File: config.mk
export PLATFORM = sky130hd
export DESIGN_NAME = igr_lane
export DESIGN_NICKNAME = d
export VERILOG_FILES = /design/src/design/igr_pkg.sv /design/src/design/igr_lane.sv
export SDC_FILE = /design/constraint.sdc
export NUM_CORES = 2
export LEC_CHECK = 0
export ABC_AREA = 0
export BUFFER_PORTS_ARGS = -buffer_cell sky130_fd_sc_hd__buf_2
export CAP_MARGIN = 20
export CORE_ASPECT_RATIO = 2
export CORE_MARGIN = 2
export CORE_UTILIZATION = 35
export DETAILED_ROUTE_END_ITERATION = 6
export GPL_TIMING_DRIVEN = 0
export PLACE_DENSITY_LB_ADDON = 0.12
export SLEW_MARGIN = 20
export SYNTH_ARGS = -nofsm -noshare
export SYNTH_HDL_FRONTEND = slang
export SYNTH_SLANG_ARGS = --single-unit
File: constraint.sdc
create_clock -name clk -period 13.9 [get_ports clk]
set_input_delay 0.695 -clock clk [delete_from_list [all_inputs] [get_ports clk]]
set_output_delay 0.695 -clock clk [all_outputs]
set_load 0.01 [all_outputs]
File: src/design/igr_pkg.sv
// Shared constants and types for the gravity removal filter.
// No dependencies; used by every module of the block.
`default_nettype none

package igr_pkg;

  // Field and arithmetic widths
  localparam int SAMPLE_BITS     = 16;
  localparam int CAL_SAMPLES_DEF = 100;
  localparam int CNT_W           = 8;
  localparam int FRAC_BITS       = 16;
  localparam int WGT_W           = 16;
  localparam int SUM_W           = SAMPLE_BITS + CNT_W;
  localparam int AVG_W           = SAMPLE_BITS + FRAC_BITS;
  localparam int REM_W           = CNT_W + 1;
  localparam int OUT_W           = SAMPLE_BITS + 1;
  localparam int DIFF_W          = SAMPLE_BITS + 2;

  // Calibration divide: load, quotient, remainder, fraction, seed
  localparam int DIV_CYCLES      = 5;
  localparam int DCNT_W          = $clog2(DIV_CYCLES);

  // Register port
  localparam int ADDR_W = 3;
  localparam int DATA_W = 32;
  localparam logic [ADDR_W-3:0] REG_EMA_WEIGHT = '0;
  localparam logic [WGT_W-1:0]  EMA_WEIGHT_RST = 16'd3277;

  // Per-lane control from the sequencer
  typedef struct packed {
    logic accum;     // add sample into calibration sum
    logic div_load;  // load divider from sum magnitude
    logic div_quot;  // whole quotient by reciprocal multiply
    logic div_rem;   // remainder, scaled for the fraction
    logic div_frac;  // fraction bits by reciprocal multiply
    logic div_done;  // latch gravity and average seed
    logic filt;      // moving average update
  } ctrl_t;

endpackage

`default_nettype wire

File: src/design/igr_lane.sv
// One axis lane: calibration sum, reciprocal-multiply divider, moving average.
// Depends on igr_pkg.
`default_nettype none

module igr_lane #(
  parameter int CAL_SAMPLES = igr_pkg::CAL_SAMPLES_DEF
) (
  input  wire logic                                  clk,
  input  wire logic                                  rst_n,
  input  wire igr_pkg::ctrl_t                        ctrl,
  input  wire logic signed [igr_pkg::SAMPLE_BITS-1:0] sample,
  input  wire logic [igr_pkg::WGT_W-1:0]             weight,
  output logic signed [igr_pkg::DIFF_W-1:0]          grav_diff
);

  localparam int SB     = igr_pkg::SAMPLE_BITS;
  localparam int FB     = igr_pkg::FRAC_BITS;
  localparam int SUM_W  = igr_pkg::SUM_W;
  localparam int AVG_W  = igr_pkg::AVG_W;
  localparam int REM_W  = igr_pkg::REM_W;
  localparam int CNT_W  = igr_pkg::CNT_W;
  localparam int WGT_W  = igr_pkg::WGT_W;
  localparam int PROD_W = AVG_W + WGT_W + 2;
  localparam int DS_W   = AVG_W + 2;
  // Dividend holds the sum magnitude, then remainder << FB plus half divisor
  localparam int DV_W   = SUM_W;
  // Reciprocal shift: exact floor for dividends below 2^DV_W, divisor below 2^CNT_W
  localparam int RSH    = DV_W + CNT_W;

  localparam logic [REM_W-1:0]         DIVISOR  = REM_W'(CAL_SAMPLES);
  localparam logic [DV_W-1:0]          DIV_D    = DV_W'(CAL_SAMPLES);
  localparam logic [DV_W-1:0]          HALF_DIV = DV_W'(CAL_SAMPLES / 2);
  localparam logic [RSH:0]             RECIP    =
    (RSH+1)'(((64'd1 << RSH) + 64'(CAL_SAMPLES) - 64'd1) / 64'(CAL_SAMPLES));
  localparam logic signed [PROD_W-1:0] HALF_P   = PROD_W'(1) << (FB - 1);
  localparam logic signed [DS_W-1:0]   HALF_D   = DS_W'(1) << (FB - 1);

  logic signed [SUM_W-1:0]  sum_r, sum_nxt;
  logic [DV_W-1:0]          dv_r, dv_nxt;
  logic [DV_W-1:0]          q_r, q_nxt;
  logic                     rb_r, rb_nxt;
  logic                     neg_r, neg_nxt;
  logic signed [AVG_W-1:0]  avg_r, avg_nxt;
  logic signed [SB-1:0]     grav_r, grav_nxt;

  logic [SUM_W-1:0]         mag;
  logic [DV_W+RSH:0]        prod_q;
  logic [DV_W-1:0]          quo;
  logic [DV_W-1:0]          rem;
  logic                     round_up;
  logic [AVG_W-1:0]         seed_mag;
  logic [DV_W-1:0]          grav_mag;
  logic signed [AVG_W:0]    diff;
  logic signed [WGT_W:0]    wgt_s;
  logic signed [PROD_W-1:0] prod;
  logic signed [PROD_W-1:0] upd;
  logic signed [DS_W-1:0]   dsum;

  // Divider datapath: quotient by reciprocal, remainder, then fraction the same way
  always_comb begin
    mag      = sum_r[SUM_W-1] ? SUM_W'(-sum_r) : SUM_W'(sum_r);
    prod_q   = dv_r * RECIP;
    quo      = prod_q[RSH +: DV_W];
    rem      = dv_r - q_r * DIV_D;
    round_up = ({rem[REM_W-2:0], 1'b0} >= DIVISOR);
    seed_mag = {q_r[AVG_W-FB-1:0], dv_r[FB-1:0]};
    grav_mag = q_r + DV_W'(rb_r);
  end

  // Moving average update: avg += round((s<<16 - avg) * w >> 16)
  always_comb begin
    diff  = {{1{sample[SB-1]}}, sample, {FB{1'b0}}} - {avg_r[AVG_W-1], avg_r};
    wgt_s = {1'b0, weight};
    prod  = diff * wgt_s;
    upd   = (prod + HALF_P) >>> FB;
  end

  // Smoothed value less gravity, rounded to whole units
  always_comb begin
    dsum = {{2{avg_r[AVG_W-1]}}, avg_r}
         - ({{(DS_W-SB){grav_r[SB-1]}}, grav_r} <<< FB) + HALF_D;
    grav_diff = dsum[FB +: igr_pkg::DIFF_W];
  end

  // Next-state selection
  always_comb begin
    sum_nxt  = sum_r;
    dv_nxt   = dv_r;
    q_nxt    = q_r;
    rb_nxt   = rb_r;
    neg_nxt  = neg_r;
    avg_nxt  = avg_r;
    grav_nxt = grav_r;
    if (ctrl.accum) begin
      sum_nxt = sum_r + {{(SUM_W-SB){sample[SB-1]}}, sample};
    end
    if (ctrl.div_load) begin
      dv_nxt  = mag;
      neg_nxt = sum_r[SUM_W-1];
    end
    if (ctrl.div_quot) begin
      q_nxt = quo;
    end
    if (ctrl.div_rem) begin
      dv_nxt = DV_W'({rem[CNT_W-1:0], {FB{1'b0}}}) + HALF_DIV;
      rb_nxt = round_up;
    end
    if (ctrl.div_frac) begin
      dv_nxt = quo;
    end
    if (ctrl.div_done) begin
      avg_nxt  = neg_r ? -$signed(seed_mag) : $signed(seed_mag);
      grav_nxt = neg_r ? -$signed(grav_mag[SB-1:0]) : $signed(grav_mag[SB-1:0]);
    end
    if (ctrl.filt) begin
      avg_nxt = avg_r + $signed(upd[AVG_W-1:0]);
    end
  end

  // Calibration sum is control-like state and is cleared by reset
  always_ff @(posedge clk) begin
    if (!rst_n) begin
      sum_r <= '0;
    end else begin
      sum_r <= sum_nxt;
    end
  end

  // Datapath registers, written before first use
  always_ff @(posedge clk) begin
    dv_r   <= dv_nxt;
    q_r    <= q_nxt;
    rb_r   <= rb_nxt;
    neg_r  <= neg_nxt;
    avg_r  <= avg_nxt;
    grav_r <= grav_nxt;
  end

endmodule

`default_nettype wire

==> impl_metrics.csv <==
group,metric,value,unit
final_layout,fillerInstances,11430,
final_layout,nets,5615,
die,die_y,474,um
logic_synthesis,ys_async_sr_fraction,0,%
logic_synthesis,syn-num-nets,5531,
critical_path,critPathBufInv,7,
sta,setup_violations,0,
global_route,grt_pass1_wl,195000,um
die,ios,59,
critical_path,cpMostUsedCell,"fa_1",
logic_synthesis,netlist_area,0.0387,mm^2
sta,finalSetupTns,0,ps
logic_synthesis,netlist-cell-type-count,84,
sta,worst_slew_pin_slew,1150,ps
sta,fin_skew,30.1,ps
cts,postCtsHoldBufs,0,
drt,drt-initial-drc-count,982,
die,die_area,0.113,mm^2
cts,cts_buffers,25,
drt,first_pass_iters,5,
die,coreArea,0.110,mm^2
run_status,outcome,"finished, final reports clean",
final_layout,drive_gt1_share,3.19,%
sta,fmax,0.0768,GHz
drt,vias_per_cell,4.93,
cts,insertion_delay,500,ps
cts,ctsResizeCount,0,
final_layout,fin_util,37.8,%
sta,drv_slew,0,
drt,wirelength,127000,um
cts,clock_path_buffers,3,
logic_synthesis,synth_edf_count,84,
final_layout,layout_commonest_cell,"inv_1",
sta,post-route-min-period,13020,ps
sta,period_share,93.6,%
sta,hold_ws,439,ps
sta,rsz0062_at_grt,"false",
logic_synthesis,synthFlopType,"edfxtp_1",
critical_path,worstSetupEndpointType,"flop",
die,rows,172,
critical_path,worst_ep_arrival_time,13350,ps
placement,globalplace.congestion,0.889,
critical_path,worst_setup_path_start_kind,"flop",
logic_synthesis,yosysSeqAreaShare,8.07,%
placement,hpwlAfterDp,114000,um
drt,wl_per_cell,22.2,um
final_layout,syn2layout_area_growth,7.12,%
critical_path,reg2reg_slack,880,ps
drt,vias,28201,
critical_path,cp.required,14240,ps
global_route,grtUsageTotal,23.4,%
cts,cts_sinks,114,
global_route,antenna_found_initial,6,
cts,post-cts-setup-buffers,0,
cts,clkTransAtPathRegs,60,ps
global_route,gr-total-overflow,0,
sta,slew_headroom,22.8,%
critical_path,worstPathMaxFanout,10,
placement,port_buffers,55,
critical_path,cpPeakStageDelay,670,ps
drt,drc,0,
critical_path,worstSetupStartpoint,"avg_r[0]$_DFFE_PP_",
worst_hold_path,hold_class,"in2reg",
critical_path,crit_family,"compound AO/OA/AOI/OAI gates",
cts,cts_tree,"yes",
logic_synthesis,synth_cells,4239,
worst_hold_path,hold_start,"ctrl[5]",
flow_run,drv_cap,0,
global_route,grt_max_degree,33,
die,initial_utilization,35.3,%
critical_path,slowest_stage,"o41ai_4",
final_layout,mostFrequentLayoutCells,"1038 x inv_1, 694 x fa_1, 557 x ha_1",
cts,root_buffer,"clkbuf_16",
logic_synthesis,avgSynthCellArea,9.13,um^2
die,die_w,239,um
global_route,grt_pass1_vias,32397,
sta,hold_viol_final,0,
logic_synthesis,ys_seq_elements,114,
critical_path,reg2reg_from,"avg_r[0]$_DFFE_PP_",
drt,postRouteAntennaNets,0,
logic_synthesis,yosysWarningCount,0,
critical_path,crit_type,"reg2reg",
cts,htreeDepth,4,
==> through the flow <==
step	instance area (um^2)	cells	setup slack, ps
2_1_floorplan	38700	4239	3910
6_report	41500	5721	884
4_1_cts	41500	5720	344
5_1_grt	41500	5720	68.7
3_3_place_gp	40700	5686	335
3_5_place_dp	40800	5688	398
==> worst reg2reg max path, delay by kind of cell, from the launching register on <==
| family | cells | cell delay [ps] |
|---|---|---|
| adder cells (fa/ha/maj) | 9 | 4080 |
| flip-flops | 1 | 580 |
| XOR/XNOR | 4 | 1320 |
| AO/OA/AOI/OAI | 17 | 4480 |
| buffers and inverters | 7 | 1660 |
| AND/OR/NAND/NOR | 4 | 760 |
==> worst paths after layout <==
path | to | depth (start not counted)
worst min register to register | neg_r$_DFFE_PP_ | 0
worst max-delay path | avg_r[31]$_DFFE_PP_ | 41
worst max register to register | avg_r[31]$_DFFE_PP_ | 41
worst min-delay path | neg_r$_DFFE_PP_ | 1
==> registers in the layout, indices dropped and copies added (netlist names) <==
signal  count
neg_r       1
grav_r     16
sum_r      24
avg_r      32
rb_r        1
q_r        16
dv_r       24
==> synth_stat cells (4+ instances only) <==
cell	number	area share, %
xor2_1	73	1.7
a211oi_1	11	0.21
a22o_1	13	0.29
o22ai_1	6	0.097
or3_1	13	0.21
o21a_1	28	0.54
and2_1	279	4.5
a21boi_0	8	0.16
o21ai_1	7	0.090
nand2_1	364	3.5
a31oi_1	12	0.19
edfxtp_1	84	6.5
o211ai_1	11	0.21
inv_1	1038	10
o21ai_0	84	1.1
nand3b_1	9	0.17
xnor2_1	157	3.6
buf_2	5	0.065
nand3_1	34	0.44
o31ai_1	18	0.35
a21oi_1	147	1.9
and4_1	7	0.16
a211o_1	4	0.090
and3_1	22	0.36
nor2_1	117	1.1
buf_1	5	0.048
ha_1	557	18
nand4b_1	5	0.11
fa_1	694	36
o211a_1	4	0.10
dfxtp_1	30	1.6
o21bai_1	20	0.39
nand2b_1	26	0.42
nor2b_1	32	0.52
nor3_1	22	0.28
nand4_1	27	0.44
mux2i_1	18	0.47
clkbuf_1	110	1.1
or2_2	9	0.15
a21o_1	52	1.0
or4_1	5	0.097
a2111oi_0	4	0.090
==> metal layers <==
layer | part of all wire [%] | GRT usage (%)
met4 | 6.2 | 12.3
met5 | 0.027 | 0
met1 | 32 | 21.7
met3 | 1.7 | 1.18
met2 | 60 | 49.5
==> cells by family (layout without fill, tap and decap cells) <==
logic type,after synthesis,after routing,synth area share [%]
compound gates,477,477,8.11
simple gates,988,988,12.9
xor+xnor,232,232,5.30
buf+inv,1159,1248,11.3
fa+ha+maj,1251,1251,53.9
mux,18,18,0.465
other cells,0,1,0
flops,114,114,8.07
==> layout make-up <==
type,instances,area [um^2],area share (%)
Antenna cell,1,2.50,0.00603
Clock inverter,3,12.5,0.0302
Inverter,1038,3900,9.39
Buffer,121,469,1.13
Multi-Input combinational cell,2966,31300,75.5
Clock buffer,29,641,1.54
Tap cell,1392,1740,4.20
Timing Repair Buffer,57,290,0.700
Sequential cell,114,3120,7.53
Power is not shown: default switching activity piles up to over one toggle a cycle in this logic, so the estimate is an artifact.
