--- config.mk ---
export PLATFORM = sky130hd
export DESIGN_NAME = igr_merge
export DESIGN_NICKNAME = d
export VERILOG_FILES = /design/src/design/igr_pkg.sv /design/src/design/igr_merge.sv
export SDC_FILE = /design/constraint.sdc
export NUM_CORES = 1
export LEC_CHECK = 0
export BUFFER_PORTS_ARGS = -buffer_cell sky130_fd_sc_hd__buf_2
export CORE_ASPECT_RATIO = 0.75
export CORE_MARGIN = 2
export CORE_UTILIZATION = 45
export CTS_CLUSTER_SIZE = 10
export DETAILED_ROUTE_END_ITERATION = 8
export PLACE_DENSITY = 0.74
export SYNTH_ARGS = -nofsm -noshare
export SYNTH_HDL_FRONTEND = slang
export SYNTH_SLANG_ARGS = --single-unit
--- constraint.sdc ---
create_clock -name clk -period 4.7 [get_ports clk]
set_input_delay 0.47 -clock clk [delete_from_list [all_inputs] [get_ports clk]]
set_output_delay 0.47 -clock clk [all_outputs]
set_load 0.05 [all_outputs]
--- src/design/igr_pkg.sv ---
// Shared constants and types for the gravity removal filter.
// No dependencies; used by every module of the block.
`default_nettype none

package igr_pkg;

  // Field and arithmetic widths
  localparam int SAMPLE_BITS     = 16;
  localparam int CAL_SAMPLES_DEF = 100;
  localparam int CNT_W           = 8;
  localparam int FRAC_BITS       = 16;
  localparam int WGT_W           = 16;
  localparam int SUM_W           = SAMPLE_BITS + CNT_W;
  localparam int AVG_W           = SAMPLE_BITS + FRAC_BITS;
  localparam int REM_W           = CNT_W + 1;
  localparam int OUT_W           = SAMPLE_BITS + 1;
  localparam int DIFF_W          = SAMPLE_BITS + 2;

  // Calibration divide: load, quotient, remainder, fraction, seed
  localparam int DIV_CYCLES      = 5;
  localparam int DCNT_W          = $clog2(DIV_CYCLES);

  // Register port
  localparam int ADDR_W = 3;
  localparam int DATA_W = 32;
  localparam logic [ADDR_W-3:0] REG_EMA_WEIGHT = '0;
  localparam logic [WGT_W-1:0]  EMA_WEIGHT_RST = 16'd3277;

  // Per-lane control from the sequencer
  typedef struct packed {
    logic accum;     // add sample into calibration sum
    logic div_load;  // load divider from sum magnitude
    logic div_quot;  // whole quotient by reciprocal multiply
    logic div_rem;   // remainder, scaled for the fraction
    logic div_frac;  // fraction bits by reciprocal multiply
    logic div_done;  // latch gravity and average seed
    logic filt;      // moving average update
  } ctrl_t;

endpackage

`default_nettype wire

--- src/design/igr_merge.sv ---
// Merge stage: maps the three lane results to the vehicle frame,
// negates and saturates them, and holds the output word. Depends on igr_pkg.
`default_nettype none

module igr_merge (
  input  wire logic                              clk,
  input  wire logic                              rst_n,
  input  wire logic                              a_valid,
  input  wire logic signed [igr_pkg::DIFF_W-1:0] d_x,
  input  wire logic signed [igr_pkg::DIFF_W-1:0] d_y,
  input  wire logic signed [igr_pkg::DIFF_W-1:0] d_z,
  output logic                                   a_take,
  output logic                                   out_valid,
  input  wire logic                              out_stall,
  output logic signed [igr_pkg::OUT_W-1:0]       out_vehicle_accel_x,
  output logic signed [igr_pkg::OUT_W-1:0]       out_vehicle_accel_y,
  output logic signed [igr_pkg::OUT_W-1:0]       out_vehicle_accel_z
);

  localparam int DW = igr_pkg::DIFF_W;
  localparam int OW = igr_pkg::OUT_W;
  localparam logic signed [DW:0] SAT_HI = (DW+1)'((1 << (OW - 1)) - 1);
  localparam logic signed [DW:0] SAT_LO = -(DW+1)'(1 << (OW - 1));

  logic                 out_valid_r, out_valid_nxt;
  logic signed [OW-1:0] vx_r, vy_r, vz_r;

  // Negate and clamp to the output range
  function automatic logic signed [OW-1:0] neg_sat(input logic signed [DW-1:0] d);
    logic signed [DW:0] n;
    n = -{d[DW-1], d};
    if (n > SAT_HI) begin
      neg_sat = SAT_HI[OW-1:0];
    end else if (n < SAT_LO) begin
      neg_sat = SAT_LO[OW-1:0];
    end else begin
      neg_sat = n[OW-1:0];
    end
  endfunction

  // Output register is loaded when empty or being drained
  always_comb begin
    a_take        = a_valid && (!out_valid_r || !out_stall);
    out_valid_nxt = a_take ? 1'b1 : (out_stall ? out_valid_r : 1'b0);
  end

  always_ff @(posedge clk) begin
    if (!rst_n) begin
      out_valid_r <= 1'b0;
    end else begin
      out_valid_r <= out_valid_nxt;
    end
  end

  // Vehicle frame: x from -y, y from -x, z from -z
  always_ff @(posedge clk) begin
    if (a_take) begin
      vx_r <= neg_sat(d_y);
      vy_r <= neg_sat(d_x);
      vz_r <= neg_sat(d_z);
    end
  end

  assign out_valid           = out_valid_r;
  assign out_vehicle_accel_x = vx_r;
  assign out_vehicle_accel_y = vy_r;
  assign out_vehicle_accel_z = vz_r;

endmodule

`default_nettype wire

==> results by group, run 1 <==
Status
  • Outcome: complete, no violations

Finish
  • Non-filler instance count after layout: 490
  • ANT cells: 0
  • Area growth, synth to finish: 23.7%
  • Design area: about 0.0039 mm2
  • Most frequent cells in the layout: buf_2, edfxtp_1, nor2_1
  • Area of the multi-input gates: approximately 0.0015 mm2
  • Nets: about 470
  • Commonest non-fill, non-tap cell in the layout: buf_2
  • Register Area: between 0.0015 and 0.002 mm2
  • Layout cells sized above 1: 33.3%
  • Filler cell count in the final layout: 614

Place
  • Placed Cells: 482
  • Detailed Place HPWL: about 5.6 mm
  • Placed Area: about 0.0038 mm2
  • Count of input and output buffers: between 100 and 150
  • Placer Congestion: a little under 0.9

Min path
  • Hold path start: rst_n
  • HP Class: primary input to flop

Power
  • Power, Total: between 1 and 1.5 mW
  • PwrDens: between 200 and 300 mW/mm2
  • Maximum VDD drop: around 160 uV
  • Static Leak: 1.56 nW

Run
  • Max-Cap Viols: 0

Synth
  • #FFs+latches synth: 52
  • XOR/XNOR Fraction of Synth Area: 9.77%
  • Largest family of logic cells by synthesized area: simple AND/OR/NAND/NOR gates
  • Syn_nets: 356
  • Synth Area in Compound Gates: 17.8%
  • Cells after Synth: about 300
  • Primary FF master, synth: edfxtp_1
  • Ys async rst share: 0%
  • Ys Warns: 0
  • Synth Area in Adders: ~1.5%
  • Multiplexer share of the synthesized area: less than 1%
  • Mean Syn Cell Area: between 10 and 15 um2
  • Simple logic cell fraction of the synthesized area: between 10% and 20%
  • Post-synth cell types: between 50 and 60
  • Number of synthesized flops with an enable pin: 51
  • Register area share after synthesis: 49.5%
  • Cell area after synthesis: ~0.0031 mm2

Clock tree
  • TritonCTS clock tree: built
  • CTS Buf Count: 5
  • H-tree depth: 2
  • Setup Fix Bufs, Post-CTS: 0
  • Clock latency on the worst-skew pair: approximately 290 ps
  • Post-CTS Hold Buffers: 0
  • CTS clock-pin slew for the worst setup and hold paths: approximately 90 ps
  • Max Buffers Root-to-Sink: 2
  • Clk root buf: clkbuf_8
  • Clock Sinks: 52
  • Post-CTS Resized: 0

Timing
  • Max Fclk: 0.354 GHz
  • Least-Margin Pin Slew: approximately 1200 ps
  • Slew Viols, Final: 0
  • Setup TNS Final: 0 ps
  • Period utilisation layout: 60.1%
  • RSZ-0062 raised after global routing: no
  • Slew HR: a little over a fifth
  • Skew final: 5.78 ps
  • Final Hold Violating Endpoints: 0
  • Fin crit period: ~2800 ps
  • Final setup fails: 0

GRT
  • GRT overflow: 0
  • Gr usage total: around a fifth
  • Vias in the first global route: roughly 2,400
  • Antenna violations before repair: 0
  • First-pass GRT wire length: roughly 12 mm
  • Largest net degree at the start of global routing: 53

Setup path
  • Crit path launch: d_x[0]
  • CP arrival: approximately 2800 ps
  • Worst R2R Start: out_valid
  • Crit start category: primary input
  • Critical path's top delay family: compound AO/OA/AOI/OAI gates
  • Worst path required time: ~4700 ps
  • Worst-path cell chain: buf_2 > inv_1 > ha_1 > or4b_1 > nor4_2 > mux2i_1 > a31oi_1 > o21ai_0
  • CP Capture Type: flop
  • Worst path bufs/invs: 2
  • Crit path kind: primary input to flop
  • Crit Path Max Fanout: 13
  • Worst path max stage delay: between 600 and 700 ps
  • Critical path's slowest cell: a31oi_1

Floorplan
  • Die width: about 100 um
  • Core footprint: approximately 0.0068 mm2
  • Die Span Y: between 70 and 80 um
  • Die area: around 0.0077 mm2
  • # rows: 26
  • Initial Util: a little under half
  • Io pins: roughly 110

Drt
  • Per-cell routed wire length: 15.2 um
  • Initial DRC Count: about 140
  • Vias/cell: ~5.5
  • Drt drc: 0
  • DRT antenna net count: 0
  • Vias: between 2,000 and 3,000
  • First-pass DRT Iterations: 4
  • Final WL: 7.42 mm
logic make-up after synthesis:
| kind of cell | after synthesis |
|---|---|
| compound gates | 78 |
| simple gates | 104 |
| flops | 52 |
| fa+ha+maj | 4 |
| buf+inv | 20 |
| mux | 2 |
| xor+xnor | 35 |
routing by layer:
metal | wire length (um) | up-vias | track usage (%) | part of all wire [%]
met5 | 0 | - | 0 | 0
met4 | 36 | 0 | 3.42 | 0.48
met3 | 546 | 2 | 3.85 | 7.4
met2 | 3270 | 103 | 27.8 | 44
met1 | 3570 | 1244 | 29.5 | 48
li1 | - | 1336 | - | -
Yosys cell counts, drive strengths merged (9+ instances only):
master / number / area [um2]
a21o: 22 / 165
a21oi: 14 / 70.1
edfxtp: 51 / 1530
inv: 12 / 45.0
nand2: 19 / 71.3
nor2: 26 / 97.6
nor3: 13 / 65.1
o21ai: 16 / 80.1
or3: 9 / 61.3
or4: 9 / 78.8
xnor2: 18 / 158
xor2: 17 / 149
flip-flops by register name, indices dropped and copies added (netlist names):
register / flops
out_valid: 1
out_vehicle_accel_y: 17
out_vehicle_accel_x: 17
out_vehicle_accel_z: 17
worst register-to-register path, delay by kind of cell (launching register included):
family | cells | cell delay, ps
AOI/OAI and AO/OA | 1 | 120
buffers and inverters | 1 | 550
DFF | 1 | 350
per-stage QoR:
stage                     hold WS (ps)  setup slack, ps  utilization [%]
after detailed placement           600             1590             55.8
after global routing               426             1640             57.4
after floorplan                    598              581                -
final                              422             1880             57.4
after global placement             544             1790             55.8
after CTS                          423             1910             57.4
power by group:
group | internal [mW] | total [mW] | switching, mW
registers | 0.552 | 0.561 | 0.00913
logic | 0.0847 | 0.300 | 0.216
clock network | 0.155 | 0.297 | 0.142
total | 0.792 | 1.16 | 0.366
layout make-up:
type                    instances  share of cell area, %
flip-flops and latches         52                   40.0
multi-input cells             223                   39.0
repair buffers                111                   14.4
well taps                      84                   2.71
clock buffers                   5                   1.77
inverters                      12                   1.16
clock inverters                 3                  0.967
final timing paths:
check / to / slack (ps) / cells after the start
max reg2reg: out_vehicle_accel_z[7] / 3290 / 2
min reg2reg: out_valid / 610 / 2
max: out_vehicle_accel_y[2] / 1880 / 8
min: out_valid / 420 / 2
(Power assumes the default switching activity.)
==> inputs of run 2 (changes only) <==
--- a/config.mk
+++ b/config.mk
@@ -8,10 +8,10 @@
 export BUFFER_PORTS_ARGS = -buffer_cell sky130_fd_sc_hd__buf_2
 export CORE_ASPECT_RATIO = 0.75
 export CORE_MARGIN = 2
-export CORE_UTILIZATION = 45
+export CORE_UTILIZATION = 50
 export CTS_CLUSTER_SIZE = 10
 export DETAILED_ROUTE_END_ITERATION = 8
-export PLACE_DENSITY = 0.74
+export PLACE_DENSITY = 0.78
 export SYNTH_ARGS = -nofsm -noshare
 export SYNTH_HDL_FRONTEND = slang
 export SYNTH_SLANG_ARGS = --single-unit
==> constraint.sdc (replaced) <==
create_clock -name clk -period 2.8 [get_ports clk]
set_input_delay 0.28 -clock clk [delete_from_list [all_inputs] [get_ports clk]]
set_output_delay 0.28 -clock clk [all_outputs]
set_load 0.05 [all_outputs]
==> results by group, run 2 (synthesis gave the netlist of run 1 again) <==
Timing
  • Final Hold Violating Endpoints: 0 (unchanged)
  • RSZ-0062 raised after global routing: no (unchanged)
  • Period utilisation layout: just under 90%
  • Max Fclk: 0.411 GHz
  • Skew final: 4.15 ps (was 5.78 ps)
  • Fin crit period: between 2000 and 2500 ps
  • Final setup fails: 0 (unchanged)
  • Slew Viols, Final: 0 (unchanged)
  • Slew HR: 48.5% (was 21.2%)
  • Setup TNS Final: 0 ps (unchanged)
  • Least-Margin Pin Slew: 771 ps (was 1180 ps)

Power
  • Part of the power in the clock network: 23.6% (was 25.6%)
  • Combinational Power Share: 27.0% (was 25.9%)
  • Reg power frac: 49.4% (was 48.4%)
  • PwrDens: 484 mW/mm2 (was 299 mW/mm2)
  • Static Leak: 1.61 nW (was 1.56 nW)
  • Switching share of power: 32.8% (was 31.6%)
  • Internal: 1.28 mW (was 0.792 mW)
  • NetSw: 0.625 mW (was 0.366 mW)
  • Maximum VDD drop: 258 uV (was 160 uV)

GRT
  • Vias in the first global route: 2,584 (was 2,370)
  • Met1 usage: 32.2% (was 29.5%)
  • Global routing's busiest layer: met2 (was met1)
  • Largest net degree at the start of global routing: 17 (was 53)
  • First-pass GRT wire length: 12.0 mm (was 11.6 mm)
  • Antenna violations before repair: 0 (unchanged)
  • GRT met3 Usage: 5.68% (was 3.85%)
  • Gr usage total: 22.2% (was 19.0%)
  • GRT overflow: 0 (unchanged)
  • M2 GR Usage: 34.1% (was 27.8%)

Setup path
  • Crit Path Max Fanout: 10 (was 13)
  • Crit start category: primary input (unchanged)
  • CP arrival: 2610 ps (was 2810 ps)
  • Worst path required time: 2970 ps (was 4680 ps)
  • Crit path kind: primary input to flop (unchanged)
  • CP Capture Type: flop (unchanged)

Clock tree
  • Post-CTS Resized: 0 (unchanged)
  • CTS Buf Count: 5 (unchanged)
  • TritonCTS clock tree: built (unchanged)
  • H-tree depth: 2 (unchanged)
  • Setup Fix Bufs, Post-CTS: 0 (unchanged)
  • Max Buffers Root-to-Sink: 2 (unchanged)
  • Clk root buf: clkbuf_8 (unchanged)
  • Post-CTS Hold Buffers: 0 (unchanged)
  • Clock latency on the worst-skew pair: 300 ps (was 290 ps)
  • Clock Sinks: 52 (unchanged)
  • CTS clock-pin slew for the worst setup and hold paths: 90 ps (about the same)

Finish
  • Register Area: 0.00155 mm2 (unchanged)
  • Commonest non-fill, non-tap cell in the layout: buf_2 (unchanged)
  • Nets: 476 (was 466)
  • Most frequent cells in the layout: buf_2, edfxtp_1, nor2_1 (unchanged)
  • Filler cell count in the final layout: 498 (was 614)
  • Area of the multi-input gates: 0.00152 mm2 (unchanged)
  • Layout cells sized above 1: 35.3% (was 33.3%)
  • Non-filler instance count after layout: 494 (was 490)
  • Post-Route Utilization: 66.2% (was 57.4%)
  • Area growth, synth to finish: 25.6% (was 23.7%)
  • ANT cells: 0 (unchanged)

Floorplan
  • Io pins: 111 (unchanged)
  • Die width: 95.5 um (was 100 um)
  • Core footprint: 0.00595 mm2 (was 0.00677 mm2)
  • Die Span Y: 72.6 um (was 76.3 um)
  • # rows: 24 (was 26)
  • Initial Util: 52.8% (was 46.4%)
  • Die area: 0.00693 mm2 (was 0.00766 mm2)

Drt
  • Vias/cell: 5.67 (was 5.48)
  • Per-cell routed wire length: 15.1 um (was 15.2 um)
  • Drt drc: 0 (unchanged)
  • Initial DRC Count: 192 (was 142)
  • Final WL: 7.44 mm (was 7.42 mm)
  • First-pass DRT Iterations: 5 (was 4)
  • DRT antenna net count: 0 (unchanged)
  • Vias: 2,802 (was 2,685)

Status
  • Outcome: complete, no violations (unchanged)

Run
  • Max-Cap Viols: 0 (unchanged)

Place
  • Placed Cells: 486 (was 482)
  • Placer Congestion: 0.998 (was 0.876)
  • Count of input and output buffers: 110 (unchanged)
  • Detailed Place HPWL: 5.81 mm (was 5.60 mm)

Min path
  • HP Class: primary input to flop (unchanged)
[run 2: cell types whose count changed in the layout (fill, tap and decap cells not counted)]
| cell | previous run | this run |
|---|---|---|
| buf_4 | 1 | 11 |
| bufinv_16 | 1 | 0 |
| clkbuf_8 | 5 | 6 |
| clkinv_1 | 2 | 0 |
| clkinv_2 | 0 | 1 |
| inv_6 | 0 | 1 |
[run 2: worst max-delay path, stage by stage]
cell and delay (ps):
buf_2 130, inv_1 60, ha_1 200, or3b_2 530
nor4_2 470, a21oi_1 180, a311oi_4 570, a31o_2 190
[run 2: through the flow]
step	area, um2	power, mW	setup WS (ps)	hold WS, ps
after global placement	3840	1.47	146	494
after global routing	3940	1.99	241	195
after floorplan	3150	1.31	467	408
after detailed placement	3840	1.47	62.6	504
after CTS	3940	1.93	392	179
final	3940	1.90	369	196
[run 2: per-layer routing]
metal	share of wire [%]	wire, um
met5	0	0
met1	46	3430
met4	0.71	53
met2	44	3290
met3	9.0	668
[run 2: path summary, 6_finish.rpt]
| check | startpoint | to | slack (ps) | depth (start not counted) |
|---|---|---|---|---|
| worst max-delay path | d_z[0] | out_vehicle_accel_z[6] | 370 | 8 |
| worst min-delay path | rst_n | out_valid | 200 | 2 |
| worst max register to register | out_valid | out_vehicle_accel_z[0] | 1320 | 2 |
| worst min register to register | out_valid | out_valid | 590 | 2 |
[run 2: power groups by stage]
stage | Sequential (mW) | Clock, mW | Combinational [mW]
final | 0.941 | 0.449 | 0.515
after global routing | 0.947 | 0.490 | 0.553
after floorplan | 1.15 | 0 | 0.153
after detailed placement | 0.958 | 0 | 0.515
after CTS | 0.942 | 0.470 | 0.516
after global placement | 0.959 | 0 | 0.508
[run 2: cell type report]
cell class                      instances  area share (%)
Clock buffer                            6            2.10
Tap cell                               78            2.48
Clock inverter                          2           0.349
Multi-Input combinational cell        223            38.5
Timing Repair Buffer                  121            16.1
Inverter                               12            1.14
Sequential cell                        52            39.4
==> inputs of run 3 (changes only) <==
--- a/config.mk
+++ b/config.mk
@@ -12,6 +12,7 @@
 export CTS_CLUSTER_SIZE = 10
 export DETAILED_ROUTE_END_ITERATION = 8
 export PLACE_DENSITY = 0.78
+export RECOVER_POWER = 100
 export SYNTH_ARGS = -nofsm -noshare
 export SYNTH_HDL_FRONTEND = slang
 export SYNTH_SLANG_ARGS = --single-unit
==> results by group, run 3 (synthesis gave the netlist of run 1 again) <==
Status
  • Outcome: complete, no violations (unchanged)

Floorplan
  • Die Span Y: 72.6 um (unchanged)
  • Die width: 95.5 um (unchanged)
  • Io pins: 111 (unchanged)
  • # rows: 24 (unchanged)
  • Core footprint: 0.00595 mm2 (unchanged)
  • Die area: 0.00693 mm2 (unchanged)
  • Initial Util: 52.8% (unchanged)

Clock tree
  • Setup Fix Bufs, Post-CTS: 0 (unchanged)
  • Clk root buf: clkbuf_8 (unchanged)
  • Post-CTS Resized: 0 (unchanged)
  • TritonCTS clock tree: built (unchanged)
  • Clock Sinks: 52 (unchanged)
  • CTS Buf Count: 5 (unchanged)
  • Post-CTS Hold Buffers: 0 (unchanged)
  • H-tree depth: 2 (unchanged)
  • Clock latency on the worst-skew pair: 300 ps (about the same)
  • Max Buffers Root-to-Sink: 2 (unchanged)
  • CTS clock-pin slew for the worst setup and hold paths: 100 ps (was 90 ps)

Drt
  • Vias: 2,767 (was 2,802)
  • Drt drc: 0 (unchanged)
  • Per-cell routed wire length: 15.2 um (was 15.1 um)
  • DRT antenna net count: 0 (unchanged)
  • Vias/cell: 5.60 (was 5.67)
  • First-pass DRT Iterations: 4 (was 5)
  • Final WL: 7.49 mm (was 7.44 mm)
  • Initial DRC Count: 158 (was 192)

Setup path
  • Worst R2R Start: out_valid (unchanged)
  • CP arrival: 2520 ps (was 2610 ps)
  • Worst path required time: 2820 ps (was 2970 ps)
  • Reg2Reg Depth: 2 (unchanged)
  • CP Capture Type: flop (unchanged)
  • Reg2reg end: out_vehicle_accel_y[6] (was out_vehicle_accel_z[0])
  • Crit Path Max Fanout: 9 (was 10)
  • Crit path kind: primary input to flop (unchanged)
  • Crit start category: primary input (unchanged)
  • R2r setup slk: 900 ps (was 1320 ps)

GRT
  • First-pass GRT wire length: 12.0 mm (unchanged)
  • Largest net degree at the start of global routing: 17 (unchanged)
  • Vias in the first global route: 2,584 (unchanged)
  • GRT overflow: 0 (unchanged)
  • Antenna violations before repair: 0 (unchanged)
  • Gr usage total: 22.2% (unchanged)

Power
  • Maximum VDD drop: 270 uV (was 258 uV)
  • PwrDens: 494 mW/mm2 (was 484 mW/mm2)
  • Static Leak: 1.42 nW (was 1.61 nW)
  • Power, Total: 1.89 mW (was 1.90 mW)

Finish
  • Non-filler instance count after layout: 494 (unchanged)
  • Most frequent cells in the layout: clkbuf_1, buf_2, edfxtp_1 (was buf_2, edfxtp_1, nor2_1)
  • ANT cells: 0 (unchanged)
  • Nets: 476 (unchanged)
  • Layout cells sized above 1: 18.8% (was 35.3%)
  • Filler cell count in the final layout: 549 (was 498)
  • Area growth, synth to finish: 21.7% (was 25.6%)
  • Commonest non-fill, non-tap cell in the layout: clkbuf_1 (was buf_2)

Place
  • Placed Cells: 486 (unchanged)
  • Count of input and output buffers: 110 (unchanged)
  • Detailed Place HPWL: 5.81 mm (unchanged)
  • Placer Congestion: 0.998 (unchanged)

Min path
  • Min-Delay Path Depth: 2 (unchanged)
  • HP Class: primary input to flop (unchanged)
  • Hold Path Sink: out_valid (unchanged)
  • Hold path start: rst_n (unchanged)

Timing
  • Period utilisation layout: 89.2% (was 86.8%)
  • Slew HR: 43.5% (was 48.5%)
  • Slew Viols, Final: 0 (unchanged)
  • Final Hold Violating Endpoints: 0 (unchanged)
  • Skew final: 4.72 ps (was 4.15 ps)
  • Fin crit period: 2500 ps (was 2430 ps)
  • Final setup fails: 0 (unchanged)
  • Max Fclk: 0.400 GHz (was 0.411 GHz)
  • Setup TNS Final: 0 ps (unchanged)
  • Worst hold slack: 194 ps (was 196 ps)
  • Least-Margin Pin Slew: 848 ps (was 771 ps)
  • RSZ-0062 raised after global routing: no (unchanged)

Run
  • Max-Cap Viols: 0 (unchanged)
[run 3: cell types whose count changed in the layout (fill, tap and decap cells not counted), sizes merged]
cell / previous run / this run
clkbuf: 6 / 69
buf: 121 / 58
[run 3: critical path, cell delays in order]
cell,delay (ps)
clkbuf_1,120
inv_1,100
ha_1,180
or4b_1,470
nor4_1,460
mux2i_1,160
a31oi_1,410
buf_4,250
o21ai_0,100
[run 3: per-stage QoR]
step | util (%) | area, um2 | setup slack [ps]
floorplan | - | 3150 | 467
global placement | 64.6 | 3840 | 146
detailed placement | 64.6 | 3840 | 62.6
CTS | 66.2 | 3940 | 392
global route | 64.2 | 3820 | 185
finish | 64.2 | 3820 | 303
[run 3: power by group]
part / internal [mW] / switching [mW]
clock: 0.203 / 0.246
sequential: 0.927 / 0.0168
combinational: 0.129 / 0.363
total: 1.26 / 0.627
[run 3: worst max-delay path by stage]
stage / start / to / slack, ps / cells past startpoint
after floorplan: d_z[0] / out_vehicle_accel_z[6] / 470 / 8
after global placement: d_z[13] / out_vehicle_accel_z[3] / 150 / 6
after detailed placement: d_z[0] / out_vehicle_accel_z[6] / 60 / 8
after CTS: d_z[0] / out_vehicle_accel_z[6] / 390 / 8
after global routing: d_x[13] / out_vehicle_accel_y[4] / 190 / 6
final: d_x[0] / out_vehicle_accel_y[6] / 300 / 9
[run 3: cell type report]
cell class                 count  area [um2]  area share [%]
timing repair buffer         121         542            14.2
tap                           78        97.6            2.56
multi-input combinational    223        1490            38.9
sequential                    52        1550            40.6
clock inverter                 2        13.8           0.361
inverter                      12        45.0            1.18
clock buffer                   6        82.6            2.16
[run 3: metal layers]
| metal | GRT usage (%) | part of all wire (%) | vias up |
|---|---|---|---|
| met5 | 0 | 0 | - |
| met4 | 4.60 | 0.75 | 0 |
| met3 | 5.68 | 9.2 | 9 |
| met2 | 34.1 | 43 | 117 |
| met1 | 32.2 | 47 | 1287 |
| li1 | - | - | 1354 |
